==> src/hdl/dbs_pkg.sv <==
package dbs_pkg;

  localparam int BYTE_W = 8;
  localparam int CNT_W = 16;
  localparam int BIT_POS_W = 3;
  localparam int BYTE_POS_W = CNT_W - BIT_POS_W;
  localparam int BRIGHT_W = 3;
  localparam int FRAME_LEN = 10;
  localparam int PHASE_W = 4;
  localparam int OUT_PAYLOADS = 5;
  localparam int DEF_PAYLOAD_BYTES = 5;

  localparam logic [BYTE_W-1:0] WRITE_CMD_RESET = 8'hC0;
  localparam logic [BRIGHT_W-1:0] BRIGHT_RESET = 3'd7;
  localparam logic [BYTE_W-1:0] CTRL_MASK = 8'hC0;
  localparam logic [BYTE_W-1:0] CTRL_CODE = 8'h80;
  localparam logic [CNT_W-1:0] CTRL_LAST_BIT = 16'd7;
  localparam logic [PHASE_W-1:0] PHASE_LAST = PHASE_W'(FRAME_LEN - 1);

  // Reply frame framing: a low start bit below the key, high stop bits above it.
  localparam logic START_BIT = 1'b0;
  localparam logic [6:0] STOP_BITS = 7'h7F;

  typedef enum logic {
    EV_CLOCK = 1'b0,
    EV_DATA  = 1'b1
  } event_kind_t;

  typedef struct packed {
    logic              event_kind;
    logic              clk_level;
    logic              ld_level;
    logic [BYTE_W-1:0] key_byte;
  } dbs_event_t;

  typedef struct packed {
    logic       valid;
    dbs_event_t ev;
  } dbs_stage_t;

  // Bit of the reply frame sent at a given frame position.
  function automatic logic frame_bit(input logic [BYTE_W-1:0] key,
                                     input logic [PHASE_W-1:0] phase);
    logic [15:0] frame;
    frame = {STOP_BITS, key, START_BIT};
    return frame[phase];
  endfunction

endpackage

==> src/hdl/dbs_interfaces.sv <==
interface dbs_in_if;
  import dbs_pkg::*;
  logic              valid;
  logic              ready;
  logic              event_kind;
  logic              clk_level;
  logic              ld_level;
  logic [BYTE_W-1:0] key_byte;

  modport source(output valid, event_kind, clk_level, ld_level, key_byte, input ready);
  modport sink(input valid, event_kind, clk_level, ld_level, key_byte, output ready);
endinterface

interface dbs_out_if;
  import dbs_pkg::*;
  logic                valid;
  logic                ready;
  logic                td_drive;
  logic                td_level;
  logic                packet_done;
  logic                bus_busy;
  logic [BRIGHT_W-1:0] brightness;
  logic [BYTE_W-1:0]   payload_0;
  logic [BYTE_W-1:0]   payload_1;
  logic [BYTE_W-1:0]   payload_2;
  logic [BYTE_W-1:0]   payload_3;
  logic [BYTE_W-1:0]   payload_4;

  modport source(output valid, td_drive, td_level, packet_done, bus_busy, brightness,
                 payload_0, payload_1, payload_2, payload_3, payload_4, input ready);
  modport sink(input valid, td_drive, td_level, packet_done, bus_busy, brightness,
               payload_0, payload_1, payload_2, payload_3, payload_4, output ready);
endinterface

interface dbs_cfg_if;
  import dbs_pkg::*;
  logic              valid;
  logic              ready;
  logic [BYTE_W-1:0] data;

  modport source(output valid, data, input ready);
  modport sink(input valid, data, output ready);
endinterface

==> src/hdl/display_bus_snoop_and_key_reply.sv <==
// Serial display bus snooper with key reply. Each transaction on events is one
// bus edge (clock or data change); each gives exactly one transaction on results
// once results is ready, and a new event is taken every cycle while results is
// ready: one input register and one result register with a single pass of logic
// between them, where the bus state is updated. A data change while the clock is
// high is a start (data low) or stop (data high, packet_done pulses). Rising clocks
// shift data LSB first into the command byte and, after the write command set
// through cfg, into the payload bytes; falling clocks report the next bit of the
// reply frame (low start bit, key byte LSB first, high stop bit). The user must
// write configuration only while no event is in flight; the block does not enforce it.
module display_bus_snoop_and_key_reply #(
  parameter int PAYLOAD_BYTES = dbs_pkg::DEF_PAYLOAD_BYTES
) (
  input logic       clk,
  input logic       rst,
  dbs_in_if.sink    events,
  dbs_cfg_if.sink   cfg,
  dbs_out_if.source results
);
  import dbs_pkg::*;

  dbs_stage_t stage;
  logic       advance;

  dbs_in_stage u_in_stage (
    .clk     (clk),
    .rst     (rst),
    .events  (events),
    .advance (advance),
    .stage   (stage)
  );

  dbs_engine #(
    .PAYLOAD_BYTES (PAYLOAD_BYTES)
  ) u_engine (
    .clk     (clk),
    .rst     (rst),
    .stage   (stage),
    .advance (advance),
    .cfg     (cfg),
    .results (results)
  );

endmodule

==> src/hdl/dbs_in_stage.sv <==
module dbs_in_stage (
  input  logic               clk,
  input  logic               rst,
  dbs_in_if.sink             events,
  input  logic               advance,
  output dbs_pkg::dbs_stage_t stage
);
  import dbs_pkg::*;

  logic       valid;
  dbs_event_t ev;

  // The register takes a new transaction when empty or when it moves on.
  assign events.ready = !valid || advance;

  always_ff @(posedge clk) begin
    if (rst) begin
      valid <= 1'b0;
    end else if (events.ready) begin
      valid <= events.valid;
    end
  end

  always_ff @(posedge clk) begin
    if (events.valid && events.ready) begin
      ev.event_kind <= events.event_kind;
      ev.clk_level  <= events.clk_level;
      ev.ld_level   <= events.ld_level;
      ev.key_byte   <= events.key_byte;
    end
  end

  assign stage.valid = valid;
  assign stage.ev    = ev;

endmodule

==> src/hdl/dbs_engine.sv <==
module dbs_engine #(
  parameter int PAYLOAD_BYTES = dbs_pkg::DEF_PAYLOAD_BYTES
) (
  input  logic                clk,
  input  logic                rst,
  input  dbs_pkg::dbs_stage_t stage,
  output logic                advance,
  dbs_cfg_if.sink             cfg,
  dbs_out_if.source           results
);
  import dbs_pkg::*;

  // Bus state.
  logic [CNT_W-1:0]    bit_counter, bit_counter_next;
  logic [PHASE_W-1:0]  phase, phase_next;
  logic [BYTE_W-1:0]   command_byte, command_byte_next;
  logic [BRIGHT_W-1:0] brightness_reg, brightness_reg_next;
  logic                busy_flag, busy_flag_next;
  logic [BYTE_W-1:0]   payload_store [PAYLOAD_BYTES];
  logic [BYTE_W-1:0]   write_command;

  // Result register.
  logic res_valid, td_drive, td_level, packet_done;
  logic td_drive_next, td_level_next, packet_done_next;

  logic                  fire;
  logic [BIT_POS_W-1:0]  bit_pos;
  logic [BYTE_POS_W-1:0] byte_pos;
  logic                  rising, cond_event, pay_write;

  assign advance  = !res_valid || results.ready;
  assign fire     = stage.valid && advance;
  assign bit_pos  = bit_counter[BIT_POS_W-1:0];
  assign byte_pos = bit_counter[CNT_W-1:BIT_POS_W];

  assign cond_event = (stage.ev.event_kind == EV_DATA) && stage.ev.clk_level;
  assign rising     = (stage.ev.event_kind == EV_CLOCK) && stage.ev.clk_level;
  assign pay_write  = rising && (byte_pos != '0)
                      && (byte_pos <= BYTE_POS_W'(PAYLOAD_BYTES))
                      && (command_byte == write_command);

  // Configuration register; the user must write it only while the block is idle, the block does not enforce this.
  assign cfg.ready = 1'b1;

  always_ff @(posedge clk) begin
    if (rst) begin
      write_command <= WRITE_CMD_RESET;
    end else if (cfg.valid) begin
      write_command <= cfg.data;
    end
  end

  // Next state and result for the transaction in the input register.
  always_comb begin
    bit_counter_next    = bit_counter;
    phase_next          = phase;
    command_byte_next   = command_byte;
    brightness_reg_next = brightness_reg;
    busy_flag_next      = busy_flag;
    td_drive_next       = 1'b0;
    td_level_next       = 1'b0;
    packet_done_next    = 1'b0;
    if (cond_event) begin
      // Start when data falls, stop when it rises, both with the clock high.
      bit_counter_next  = '0;
      phase_next        = '0;
      command_byte_next = '0;
      busy_flag_next    = !stage.ev.ld_level;
      packet_done_next  = stage.ev.ld_level;
    end else if (rising) begin
      if (byte_pos == '0) begin
        command_byte_next = command_byte
                            | (BYTE_W'(stage.ev.ld_level) << bit_pos);
      end
      if ((bit_counter == CTRL_LAST_BIT)
          && ((command_byte_next & CTRL_MASK) == CTRL_CODE)) begin
        brightness_reg_next = command_byte_next[BRIGHT_W-1:0];
      end
      bit_counter_next = bit_counter + 1'b1;
      // The frame position follows the counter modulo the frame length,
      // including the jump back to zero when the counter wraps.
      if ((bit_counter == {CNT_W{1'b1}}) || (phase == PHASE_LAST)) begin
        phase_next = '0;
      end else begin
        phase_next = phase + 1'b1;
      end
    end else if (stage.ev.event_kind == EV_CLOCK) begin
      // Falling clock: send the current reply frame bit.
      td_drive_next = 1'b1;
      td_level_next = frame_bit(stage.ev.key_byte, phase);
    end
  end

  always_ff @(posedge clk) begin
    if (rst) begin
      bit_counter    <= '0;
      phase          <= '0;
      command_byte   <= '0;
      brightness_reg <= BRIGHT_RESET;
      busy_flag      <= 1'b0;
    end else if (fire) begin
      bit_counter    <= bit_counter_next;
      phase          <= phase_next;
      command_byte   <= command_byte_next;
      brightness_reg <= brightness_reg_next;
      busy_flag      <= busy_flag_next;
    end
  end

  // Payload bytes: the entry selected by the byte position takes the data bit.
  always_ff @(posedge clk) begin
    for (int e = 0; e < PAYLOAD_BYTES; e++) begin
      if (rst) begin
        payload_store[e] <= '0;
      end else if (fire && pay_write && (byte_pos == BYTE_POS_W'(e + 1))) begin
        payload_store[e][bit_pos] <= stage.ev.ld_level;
      end
    end
  end

  always_ff @(posedge clk) begin
    if (rst) begin
      res_valid <= 1'b0;
    end else if (advance) begin
      res_valid <= stage.valid;
    end
  end

  always_ff @(posedge clk) begin
    if (fire) begin
      td_drive    <= td_drive_next;
      td_level    <= td_level_next;
      packet_done <= packet_done_next;
    end
  end

  // State registers change only when a new result is loaded, so they
  // always describe the result on the output.
  logic [BYTE_W-1:0] pay_view [OUT_PAYLOADS];

  for (genvar j = 0; j < OUT_PAYLOADS; j++) begin : g_view
    if (j < PAYLOAD_BYTES) begin : g_live
      assign pay_view[j] = payload_store[j];
    end else begin : g_none
      assign pay_view[j] = '0;
    end
  end

  assign results.valid       = res_valid;
  assign results.td_drive    = td_drive;
  assign results.td_level    = td_level;
  assign results.packet_done = packet_done;
  assign results.bus_busy    = busy_flag;
  assign results.brightness  = brightness_reg;
  assign results.payload_0   = pay_view[0];
  assign results.payload_1   = pay_view[1];
  assign results.payload_2   = pay_view[2];
  assign results.payload_3   = pay_view[3];
  assign results.payload_4   = pay_view[4];

endmodule
==> src/flat_wrapper.sv <==
// flat-port wrapper written by rule: the top's interface ports become plain ports
module display_bus_snoop_and_key_reply_flat import dbs_pkg::*;
#(
  parameter int PAYLOAD_BYTES = dbs_pkg::DEF_PAYLOAD_BYTES
)
  (clk, rst, events_valid, events_event_kind, events_clk_level, events_ld_level, events_key_byte, events_ready, cfg_valid, cfg_data, cfg_ready, results_valid, results_td_drive, results_td_level, results_packet_done, results_bus_busy, results_brightness, results_payload_0, results_payload_1, results_payload_2, results_payload_3, results_payload_4, results_ready);
  dbs_in_if events_i ();
  dbs_cfg_if cfg_i ();
  dbs_out_if results_i ();
  input logic clk;
  input logic rst;
  input wire logic [$bits(events_i.valid)-1:0] events_valid;
  input wire logic [$bits(events_i.event_kind)-1:0] events_event_kind;
  input wire logic [$bits(events_i.clk_level)-1:0] events_clk_level;
  input wire logic [$bits(events_i.ld_level)-1:0] events_ld_level;
  input wire logic [$bits(events_i.key_byte)-1:0] events_key_byte;
  output wire logic [$bits(events_i.ready)-1:0] events_ready;
  input wire logic [$bits(cfg_i.valid)-1:0] cfg_valid;
  input wire logic [$bits(cfg_i.data)-1:0] cfg_data;
  output wire logic [$bits(cfg_i.ready)-1:0] cfg_ready;
  output wire logic [$bits(results_i.valid)-1:0] results_valid;
  output wire logic [$bits(results_i.td_drive)-1:0] results_td_drive;
  output wire logic [$bits(results_i.td_level)-1:0] results_td_level;
  output wire logic [$bits(results_i.packet_done)-1:0] results_packet_done;
  output wire logic [$bits(results_i.bus_busy)-1:0] results_bus_busy;
  output wire logic [$bits(results_i.brightness)-1:0] results_brightness;
  output wire logic [$bits(results_i.payload_0)-1:0] results_payload_0;
  output wire logic [$bits(results_i.payload_1)-1:0] results_payload_1;
  output wire logic [$bits(results_i.payload_2)-1:0] results_payload_2;
  output wire logic [$bits(results_i.payload_3)-1:0] results_payload_3;
  output wire logic [$bits(results_i.payload_4)-1:0] results_payload_4;
  input wire logic [$bits(results_i.ready)-1:0] results_ready;
  assign events_i.valid = events_valid;
  assign events_i.event_kind = events_event_kind;
  assign events_i.clk_level = events_clk_level;
  assign events_i.ld_level = events_ld_level;
  assign events_i.key_byte = events_key_byte;
  assign events_ready = events_i.ready;
  assign cfg_i.valid = cfg_valid;
  assign cfg_i.data = cfg_data;
  assign cfg_ready = cfg_i.ready;
  assign results_valid = results_i.valid;
  assign results_td_drive = results_i.td_drive;
  assign results_td_level = results_i.td_level;
  assign results_packet_done = results_i.packet_done;
  assign results_bus_busy = results_i.bus_busy;
  assign results_brightness = results_i.brightness;
  assign results_payload_0 = results_i.payload_0;
  assign results_payload_1 = results_i.payload_1;
  assign results_payload_2 = results_i.payload_2;
  assign results_payload_3 = results_i.payload_3;
  assign results_payload_4 = results_i.payload_4;
  assign results_i.ready = results_ready;
  display_bus_snoop_and_key_reply #(.PAYLOAD_BYTES(PAYLOAD_BYTES)) u_core (.clk(clk), .rst(rst), .events(events_i), .cfg(cfg_i), .results(results_i));
endmodule
==> config.mk <==
export PLATFORM = sky130hd
export DESIGN_NAME = display_bus_snoop_and_key_reply_flat
export DESIGN_NICKNAME = d
export VERILOG_FILES = /design/src/hdl/dbs_pkg.sv /design/src/hdl/dbs_interfaces.sv /design/src/hdl/display_bus_snoop_and_key_reply.sv /design/src/hdl/dbs_in_stage.sv /design/src/hdl/dbs_engine.sv /design/src/flat_wrapper.sv
export SDC_FILE = /design/constraint.sdc
export NUM_CORES = 1
export LEC_CHECK = 0
export ABC_AREA = 1
export BUFFER_PORTS_ARGS = -buffer_cell sky130_fd_sc_hd__buf_2
export CORE_MARGIN = 2
export CORE_UTILIZATION = 47
export CTS_CLUSTER_SIZE = 25
export DETAILED_ROUTE_END_ITERATION = 12
export PLACE_DENSITY = 0.68
export SLEW_MARGIN = 20
export SYNTH_ARGS = -nofsm -noshare
export SYNTH_HDL_FRONTEND = slang
export SYNTH_HIERARCHICAL = 1
export SYNTH_SLANG_ARGS = --single-unit
==> constraint.sdc <==
create_clock -name clk -period 4.2 [get_ports clk]
set_input_delay 0.42 -clock clk [delete_from_list [all_inputs] [get_ports clk]]
set_output_delay 0.42 -clock clk [all_outputs]
set_load 0.01 [all_outputs]
==> run_summary.xml, run 1 <==
<?xml version="1.0" encoding="UTF-8"?>
<metrics>
  <group name="logic_synthesis">
    <metric name="synth_warnings" unit="">6</metric>
    <metric name="yosysUniqueCellTypes" unit="">41</metric>
    <metric name="async_reset_ff_share" unit="%">0</metric>
    <metric name="postSynthRegisterBits" unit="">96</metric>
    <metric name="top_cells_by_area_in_the_synthesized_netlist" unit="">sky130_fd_sc_hd__edfxtp_1, sky130_fd_sc_hd__dfxtp_1, sky130_fd_sc_hd__nand2_1, sky130_fd_sc_hd__nor2_1, sky130_fd_sc_hd__nand4_1</metric>
    <metric name="synth_fp_nets" unit="">605</metric>
    <metric name="synth.cells.most_frequent" unit="">sky130_fd_sc_hd__nand2_1, sky130_fd_sc_hd__nor2_1, sky130_fd_sc_hd__edfxtp_1, sky130_fd_sc_hd__inv_1, sky130_fd_sc_hd__nand4_1</metric>
    <metric name="area_leader_netlist" unit="">sky130_fd_sc_hd__edfxtp_1</metric>
    <metric name="post_synth_instance_area" unit="µm²">4880</metric>
    <metric name="postSynthAreaPerCell" unit="µm²">8.44</metric>
    <metric name="most_instantiated_library_cell_after_synthesis" unit="">sky130_fd_sc_hd__nand2_1</metric>
    <metric name="portion_of_synthesized_cell_area_occupied_by_the_leading_cell_type" unit="%">33.2</metric>
    <metric name="synth-edff-count" unit="">54</metric>
    <metric name="synthFlopType" unit="">sky130_fd_sc_hd__edfxtp_1</metric>
    <metric name="seq_area_frac_synth" unit="%">50.5</metric>
    <metric name="synth_cells" unit="">578</metric>
  </group>
  <group name="grt">
    <metric name="grt_use_met2" unit="%">31.4</metric>
    <metric name="first_global_vias" unit="">3604</metric>
    <metric name="global_route_wire_length_before_repair" unit="mm">16.9</metric>
    <metric name="grtUsageMet1" unit="%">24.3</metric>
    <metric name="grt_start_max_net_pins" unit="">44</metric>
    <metric name="global_route.usage.met3" unit="%">3.46</metric>
    <metric name="track_usage" unit="%">18.6</metric>
    <metric name="antenna_found_initial" unit="">0</metric>
    <metric name="sum_of_overflow_across_all_layers_after_global_routing" unit="">0</metric>
    <metric name="top_usage_layer" unit="">met2</metric>
  </group>
  <group name="cells_and_area">
    <metric name="final_nets" unit="">663</metric>
    <metric name="nFillCells" unit="">943</metric>
    <metric name="number_of_flip_flops_under_the_largest_register_name" unit="">40</metric>
    <metric name="top_register" unit="">u_core/u_engine/payload_store</metric>
    <metric name="synth_to_final_area_change" unit="%">11.6</metric>
    <metric name="insertedDiodeCount" unit="">0</metric>
    <metric name="post-route-cell-area" unit="µm²">5450</metric>
    <metric name="drive_gt1_share" unit="%">20.7</metric>
  </group>
  <group name="pwr">
    <metric name="p_int" unit="W">0.00134</metric>
    <metric name="comb_power_share" unit="%">6.7</metric>
    <metric name="leakagePower" unit="nW">2.21</metric>
    <metric name="total_switching_power" unit="W">0.000418</metric>
    <metric name="p_sw_share" unit="%">23.7</metric>
    <metric name="irDropWorstVdd" unit="mV">0.209</metric>
    <metric name="pwr_density_cell" unit="nW/µm²">323</metric>
    <metric name="pwr-share-clk" unit="%">34.3</metric>
    <metric name="seq_power_share" unit="%">58.9</metric>
  </group>
  <group name="placement">
    <metric name="place_worst_setup_slack" unit="ps">1540</metric>
    <metric name="buffer_ports.inserted" unit="">72</metric>
    <metric name="dp.final_hpwl" unit="mm">7.38</metric>
    <metric name="postPlaceCellArea" unit="µm²">5240</metric>
    <metric name="final_wtd_congestion" unit="">0.850</metric>
  </group>
  <group name="sta">
    <metric name="setup-violations-final" unit="">0</metric>
    <metric name="timing.final.max_slew_violations" unit="">0</metric>
    <metric name="timing_worst_slew_pin_value" unit="ps">982</metric>
    <metric name="finalWorstPathRequiredPeriod" unit="ps">2530</metric>
    <metric name="worst_skew" unit="ps">11.7</metric>
    <metric name="final_critical_path_setup_slack" unit="ps">1670</metric>
    <metric name="slew-limit-headroom" unit="%">34.1</metric>
    <metric name="final-hold-violation-count" unit="">0</metric>
    <metric name="fmax" unit="GHz">0.395</metric>
    <metric name="post-route-period-util" unit="%">60.3</metric>
    <metric name="rsz0062_at_grt" unit="">false</metric>
    <metric name="setup-tns-final" unit="ps">0</metric>
  </group>
  <group name="routing">
    <metric name="detailedRoute.firstIterationViolations" unit="">296</metric>
    <metric name="drt_wl_total" unit="mm">10.1</metric>
    <metric name="detail_route.first_pass.iterations" unit="">5</metric>
    <metric name="dr_total_vias" unit="">4014</metric>
    <metric name="wirelength_per_cell" unit="µm">13.0</metric>
    <metric name="final_antenna_net_count" unit="">0</metric>
    <metric name="drc_errors" unit="">0</metric>
    <metric name="route.detailed.vias_per_inst" unit="">5.17</metric>
  </group>
  <group name="worst_setup_path">
    <metric name="cp_cell_sequence" unit="">nand3_4 &gt; nor2_4 &gt; nand2_2 &gt; nor2_4 &gt; nand2_2 &gt; o21ai_0</metric>
    <metric name="path_class" unit="">reg2reg</metric>
    <metric name="regToRegSetupSlack" unit="ps">1670</metric>
    <metric name="critPathCaptureType" unit="">flop</metric>
    <metric name="endpoint" unit="">u_core/u_engine/payload_store[4][5]$_SDFFCE_PN0P_</metric>
    <metric name="worstPathArrival" unit="ps">2580</metric>
    <metric name="critical-path-max-stage-delay" unit="ps">530</metric>
    <metric name="reg2reg_to" unit="">u_core/u_engine/payload_store[4][5]$_SDFFCE_PN0P_</metric>
    <metric name="worst-path-max-fanout" unit="">33</metric>
    <metric name="critPathRequiredTime" unit="ps">4250</metric>
    <metric name="cp_slowest_cell" unit="">sky130_fd_sc_hd__nor2_4</metric>
    <metric name="worst_reg2reg_path_length_in_cells" unit="">6</metric>
    <metric name="critPathLaunch" unit="">u_core/u_in_stage/valid$_SDFFE_PP0P_</metric>
    <metric name="timing.critical_path.from_type" unit="">flop</metric>
    <metric name="rr_startpoint" unit="">u_core/u_in_stage/valid$_SDFFE_PP0P_</metric>
  </group>
  <group name="die">
    <metric name="core_area" unit="µm²">10200</metric>
    <metric name="pin_count" unit="">74</metric>
    <metric name="start_util" unit="%">47.9</metric>
    <metric name="rows" unit="">37</metric>
    <metric name="die_area" unit="µm²">11200</metric>
    <metric name="die_h" unit="µm">106</metric>
    <metric name="floorplan.die.width" unit="µm">106</metric>
  </group>
  <group name="clock_tree">
    <metric name="tritoncts" unit="">yes</metric>
    <metric name="cts.sink_count" unit="">96</metric>
    <metric name="cts.reportedPaths.clkPinSlew" unit="ps">100</metric>
    <metric name="ctsHtreeMaxLevel" unit="">3</metric>
    <metric name="cts_hold_repair.buffers" unit="">0</metric>
    <metric name="cts.root.buffer_cell" unit="">sky130_fd_sc_hd__clkbuf_8</metric>
    <metric name="post_cts.repair.setup_buffers" unit="">0</metric>
    <metric name="post_cts.resized_instances" unit="">0</metric>
    <metric name="clk_latency_worst_skew_pair" unit="ps">350</metric>
    <metric name="max-clock-path-buffers" unit="">2</metric>
    <metric name="numCtsBuffers" unit="">9</metric>
  </group>
  <group name="status">
    <metric name="outcome" unit="">finished clean</metric>
  </group>
  <group name="flow_run">
    <metric name="cap_viol_max_count" unit="">0</metric>
  </group>
  <group name="hold_path">
    <metric name="hold_path.class" unit="">in2reg</metric>
    <metric name="worst_hold_path.num_cells" unit="">1</metric>
  </group>
</metrics>
==> worst max-delay path: cells and delay by family, from the launching register on <==
family             cells  cell delay (ps)
DFF                    1              440
and+or+nand+nor        5             1490
AOI/OAI and AO/OA      1              280
==> power by group through the flow <==
| stage | registers [W] | logic, W | clock network, W |
|---|---|---|---|
| after global routing | 0.00104 | 0.000133 | 0.000663 |
| after global placement | 0.00106 | 0.000118 | 0 |
| after CTS | 0.00104 | 0.000120 | 0.000617 |
| after floorplan | 0.00107 | 0.0000663 | 0 |
| after detailed placement | 0.00106 | 0.000119 | 0 |
| final | 0.00104 | 0.000119 | 0.000605 |
==> per-layer routing <==
layer / part of all wire (%) / wire (µm)
met3: 5.4 / 544
met2: 48 / 4870
met1: 45 / 4590
met4: 0.84 / 85
met5: 0 / 0
==> worst min path at each step <==
| stage | start | slack, ps | to |
|---|---|---|---|
| after CTS | events_key_byte[4] | 220 | u_core/u_in_stage/stage[4]$_DFFE_PP_ |
| after global routing | events_ld_level | 200 | u_core/u_in_stage/stage[8]$_DFFE_PP_ |
| final | events_key_byte[4] | 240 | u_core/u_in_stage/stage[4]$_DFFE_PP_ |
| after detailed placement | u_core/u_engine/results.brightness[1]$_SDFFE_PP1P_ | 450 | u_core/u_engine/results.brightness[1]$_SDFFE_PP1P_ |
| after global placement | u_core/u_engine/results.brightness[2]$_SDFFE_PP1P_ | 440 | u_core/u_engine/results.brightness[2]$_SDFFE_PP1P_ |
| after floorplan | u_core/u_engine/command_byte[3]$_SDFFE_PP0P_ | 440 | u_core/u_engine/command_byte[3]$_SDFFE_PP0P_ |
==> layout by cell type (no fill, tap or decap), types with 27 or more instances in the layout <==
master	netlist	routed
sky130_fd_sc_hd__nand3_1	29	29
sky130_fd_sc_hd__inv_1	51	51
sky130_fd_sc_hd__nand2_1	117	117
sky130_fd_sc_hd__buf_2	2	72
sky130_fd_sc_hd__o21ai_0	27	27
sky130_fd_sc_hd__nor2_1	84	84
sky130_fd_sc_hd__a21oi_1	27	27
sky130_fd_sc_hd__nand4_1	43	43
sky130_fd_sc_hd__dfxtp_1	42	42
sky130_fd_sc_hd__edfxtp_1	54	54
==> final cells by class <==
class                   instances  area [µm²]  area share (%)
clock buffers                  10         128            2.34
clock inverters                 6        68.8            1.26
inverters                      62         233            4.27
multi-input cells             393        2010            36.9
flip-flops and latches         96        2460            45.2
well taps                     136         170            3.12
repair buffers                 74         375            6.89
==> cells by family after synthesis <==
logic type,after synthesis,share of synthesized area (%)
buffers and inverters,89,8.49
and+or+nand+nor,315,31.5
xor gates and xnor gates,5,0.898
AOI/OAI and AO/OA,69,7.80
DFF,96,50.5
other,1,0.0769
adders and majority gates,3,0.770
==> through the flow <==
| step | hold slack, ps | util [%] | power (W) | instances |
|---|---|---|---|---|
| final | 237 | 53.5 | 0.00176 | 777 |
| after global routing | 199 | 53.5 | 0.00184 | 777 |
| after CTS | 222 | 53.4 | 0.00178 | 777 |
| after detailed placement | 446 | 51.5 | 0.00118 | 761 |
| after global placement | 440 | 51.5 | 0.00118 | 761 |
| after floorplan | 443 | - | 0.00114 | 578 |
(Power assumes the default switching activity.)
==> run 2, diff against run 1 <==
clock period = 2.48 ns   (was 4.2 ns; I/O delays follow)
==> run 2 against run 1 <==
Compared with the run above: combinational power is 75% higher; non-clock buffer count up 8; sequential share of layout area fell by 0.59 points; critical path type unchanged; highest routed layer unchanged.
==> run_summary.xml, run 2 (synthesized netlist as in run 1, its figures left out) <==
<?xml version="1.0" encoding="UTF-8"?>
<metrics>
  <group name="status">
    <metric name="outcome" unit="">finished clean</metric>
  </group>
  <group name="placement">
    <metric name="dp.final_hpwl" unit="mm">7.77</metric>
    <metric name="place_inst" unit="">769</metric>
    <metric name="place_worst_setup_slack" unit="ps">51.0</metric>
    <metric name="postPlaceCellArea" unit="µm²">5300</metric>
    <metric name="final_wtd_congestion" unit="">0.855</metric>
    <metric name="buffer_ports.inserted" unit="">72</metric>
  </group>
  <group name="routing">
    <metric name="drt_wl_total" unit="mm">10.7</metric>
    <metric name="dr_total_vias" unit="">4153</metric>
    <metric name="wirelength_per_cell" unit="µm">13.6</metric>
    <metric name="route.detailed.vias_per_inst" unit="">5.29</metric>
    <metric name="detailedRoute.firstIterationViolations" unit="">269</metric>
    <metric name="final_antenna_net_count" unit="">0</metric>
    <metric name="drc_errors" unit="">0</metric>
    <metric name="detail_route.first_pass.iterations" unit="">4</metric>
  </group>
  <group name="die">
    <metric name="die_h" unit="µm">106</metric>
    <metric name="start_util" unit="%">47.9</metric>
    <metric name="rows" unit="">37</metric>
    <metric name="pin_count" unit="">74</metric>
    <metric name="floorplan.die.width" unit="µm">106</metric>
    <metric name="die_area" unit="µm²">11200</metric>
    <metric name="core_area" unit="µm²">10200</metric>
  </group>
  <group name="clock_tree">
    <metric name="tritoncts" unit="">yes</metric>
    <metric name="clk_latency_worst_skew_pair" unit="ps">370</metric>
    <metric name="numCtsBuffers" unit="">9</metric>
    <metric name="cts.root.buffer_cell" unit="">sky130_fd_sc_hd__clkbuf_8</metric>
    <metric name="post_cts.resized_instances" unit="">0</metric>
    <metric name="cts.sink_count" unit="">96</metric>
    <metric name="cts.reportedPaths.clkPinSlew" unit="ps">90</metric>
    <metric name="max-clock-path-buffers" unit="">2</metric>
    <metric name="cts_hold_repair.buffers" unit="">0</metric>
    <metric name="post_cts.repair.setup_buffers" unit="">0</metric>
    <metric name="ctsHtreeMaxLevel" unit="">3</metric>
  </group>
  <group name="grt">
    <metric name="grt_start_max_net_pins" unit="">43</metric>
    <metric name="sum_of_overflow_across_all_layers_after_global_routing" unit="">0</metric>
    <metric name="antenna_found_initial" unit="">0</metric>
    <metric name="track_usage" unit="%">19.8</metric>
    <metric name="global_route_wire_length_before_repair" unit="mm">17.6</metric>
    <metric name="first_global_vias" unit="">3734</metric>
  </group>
  <group name="worst_setup_path">
    <metric name="timing.critical_path.from_type" unit="">flop</metric>
    <metric name="path_class" unit="">reg2reg</metric>
    <metric name="worst-path-max-fanout" unit="">32</metric>
    <metric name="cp_cell_sequence" unit="">inv_2 &gt; nand3_2 &gt; nor2_8 &gt; nand2_4 &gt; o21ai_4 &gt; nand4_1 &gt; nand2_1</metric>
    <metric name="worstPathArrival" unit="ps">2200</metric>
    <metric name="critPathCaptureType" unit="">flop</metric>
    <metric name="critical-path-max-stage-delay" unit="ps">610</metric>
    <metric name="cp_slowest_cell" unit="">sky130_fd_sc_hd__o21ai_4</metric>
    <metric name="critPathRequiredTime" unit="ps">2570</metric>
  </group>
  <group name="sta">
    <metric name="worst_skew" unit="ps">9.29</metric>
    <metric name="timing_worst_slew_pin_value" unit="ps">770</metric>
    <metric name="finalWorstPathRequiredPeriod" unit="ps">2120</metric>
    <metric name="timing.final.max_slew_violations" unit="">0</metric>
    <metric name="final_critical_path_setup_slack" unit="ps">363</metric>
    <metric name="rsz0062_at_grt" unit="">false</metric>
    <metric name="setup-tns-final" unit="ps">0</metric>
    <metric name="fmax" unit="GHz">0.472</metric>
    <metric name="post-route-period-util" unit="%">85.4</metric>
    <metric name="final-hold-violation-count" unit="">0</metric>
    <metric name="slew-limit-headroom" unit="%">48.5</metric>
    <metric name="setup-violations-final" unit="">0</metric>
  </group>
  <group name="pwr">
    <metric name="irDropWorstVdd" unit="mV">0.328</metric>
    <metric name="leakagePower" unit="nW">2.26</metric>
    <metric name="pwr_density_cell" unit="nW/µm²">551</metric>
  </group>
  <group name="hold_path">
    <metric name="hold_path.class" unit="">in2reg</metric>
  </group>
  <group name="flow_run">
    <metric name="cap_viol_max_count" unit="">0</metric>
  </group>
  <group name="cells_and_area">
    <metric name="drive_gt1_share" unit="%">21.9</metric>
    <metric name="multiInputGateArea" unit="µm²">2010</metric>
    <metric name="synth_to_final_area_change" unit="%">13.1</metric>
    <metric name="final_nets" unit="">671</metric>
    <metric name="post-route-cell-area" unit="µm²">5520</metric>
    <metric name="fin_cells" unit="">785</metric>
    <metric name="number_of_flip_flops_under_the_largest_register_name" unit="">40</metric>
    <metric name="top_register" unit="">u_core/u_engine/payload_store</metric>
    <metric name="register_area" unit="µm²">2460</metric>
    <metric name="mostFrequentLayoutCell" unit="">sky130_fd_sc_hd__nand2_1</metric>
    <metric name="nFillCells" unit="">993</metric>
    <metric name="layout_common_cells" unit="">sky130_fd_sc_hd__nand2_1, sky130_fd_sc_hd__nor2_1, sky130_fd_sc_hd__buf_2, sky130_fd_sc_hd__edfxtp_1, sky130_fd_sc_hd__inv_1</metric>
    <metric name="insertedDiodeCount" unit="">0</metric>
  </group>
</metrics>
[run 2: metal layers]
metal  up-vias  track usage [%]  part of all wire (%)
met3        15             3.65                   5.7
met1      1942             25.3                    44
met5         -                0                     0
met4         0             8.93                   2.2
met2       127             32.7                    49
li1       2069                -                     -
[run 2: final timing paths]
kind                                                 startpoint                                                 end  slack [ps]  cells after the start
min reg2reg  u_core/u_engine/results.brightness[1]$_SDFFE_PP1P_  u_core/u_engine/results.brightness[1]$_SDFFE_PP1P_         460                      2
max                u_core/u_engine/bit_counter[11]$_SDFFE_PP0P_       u_core/u_engine/payload_store[0][4]$_DFFE_PP_         360                      7
min                                          events_key_byte[6]                u_core/u_in_stage/stage[6]$_DFFE_PP_          60                      1
max reg2reg        u_core/u_engine/bit_counter[11]$_SDFFE_PP0P_       u_core/u_engine/payload_store[0][4]$_DFFE_PP_         360                      7
[run 2: power by group]
part	total (W)	switching (W)	internal (W)	leakage (nW)
combinational	0.000208	0.000136	0.0000721	1.29
sequential	0.00176	0.0000260	0.00173	0.866
clock	0.00107	0.000538	0.000536	0.111
total	0.00304	0.000700	0.00234	2.26
[run 2: final cells by class]
class                   count  share of cell area, %
flip-flops and latches     96                   44.6
multi-input cells         393                   36.4
repair buffers             82                   7.89
inverters                  62                   4.22
well taps                 136                   3.08
clock buffers              12                   2.88
clock inverters             4                  0.907
[run 2: metrics by stage]
| stage | total power, W | util (%) | hold slack [ps] |
|---|---|---|---|
| 2_1_floorplan | 0.00192 | - | 310 |
| 3_3_place_gp | 0.00200 | 52.1 | 425 |
| 3_5_place_dp | 0.00200 | 52.1 | 426 |
| 4_1_cts | 0.00307 | 54.1 | 36.8 |
| 5_1_grt | 0.00317 | 54.2 | 34.3 |
| 6_report | 0.00304 | 54.2 | 55.3 |
[run 2: critical path: cells and delay by family (launching register included)]
family                 cells  cell delay, ps
buffers and inverters      1              80
flip-flops                 1             340
AO/OA/AOI/OAI              1             610
AND/OR/NAND/NOR            5             790
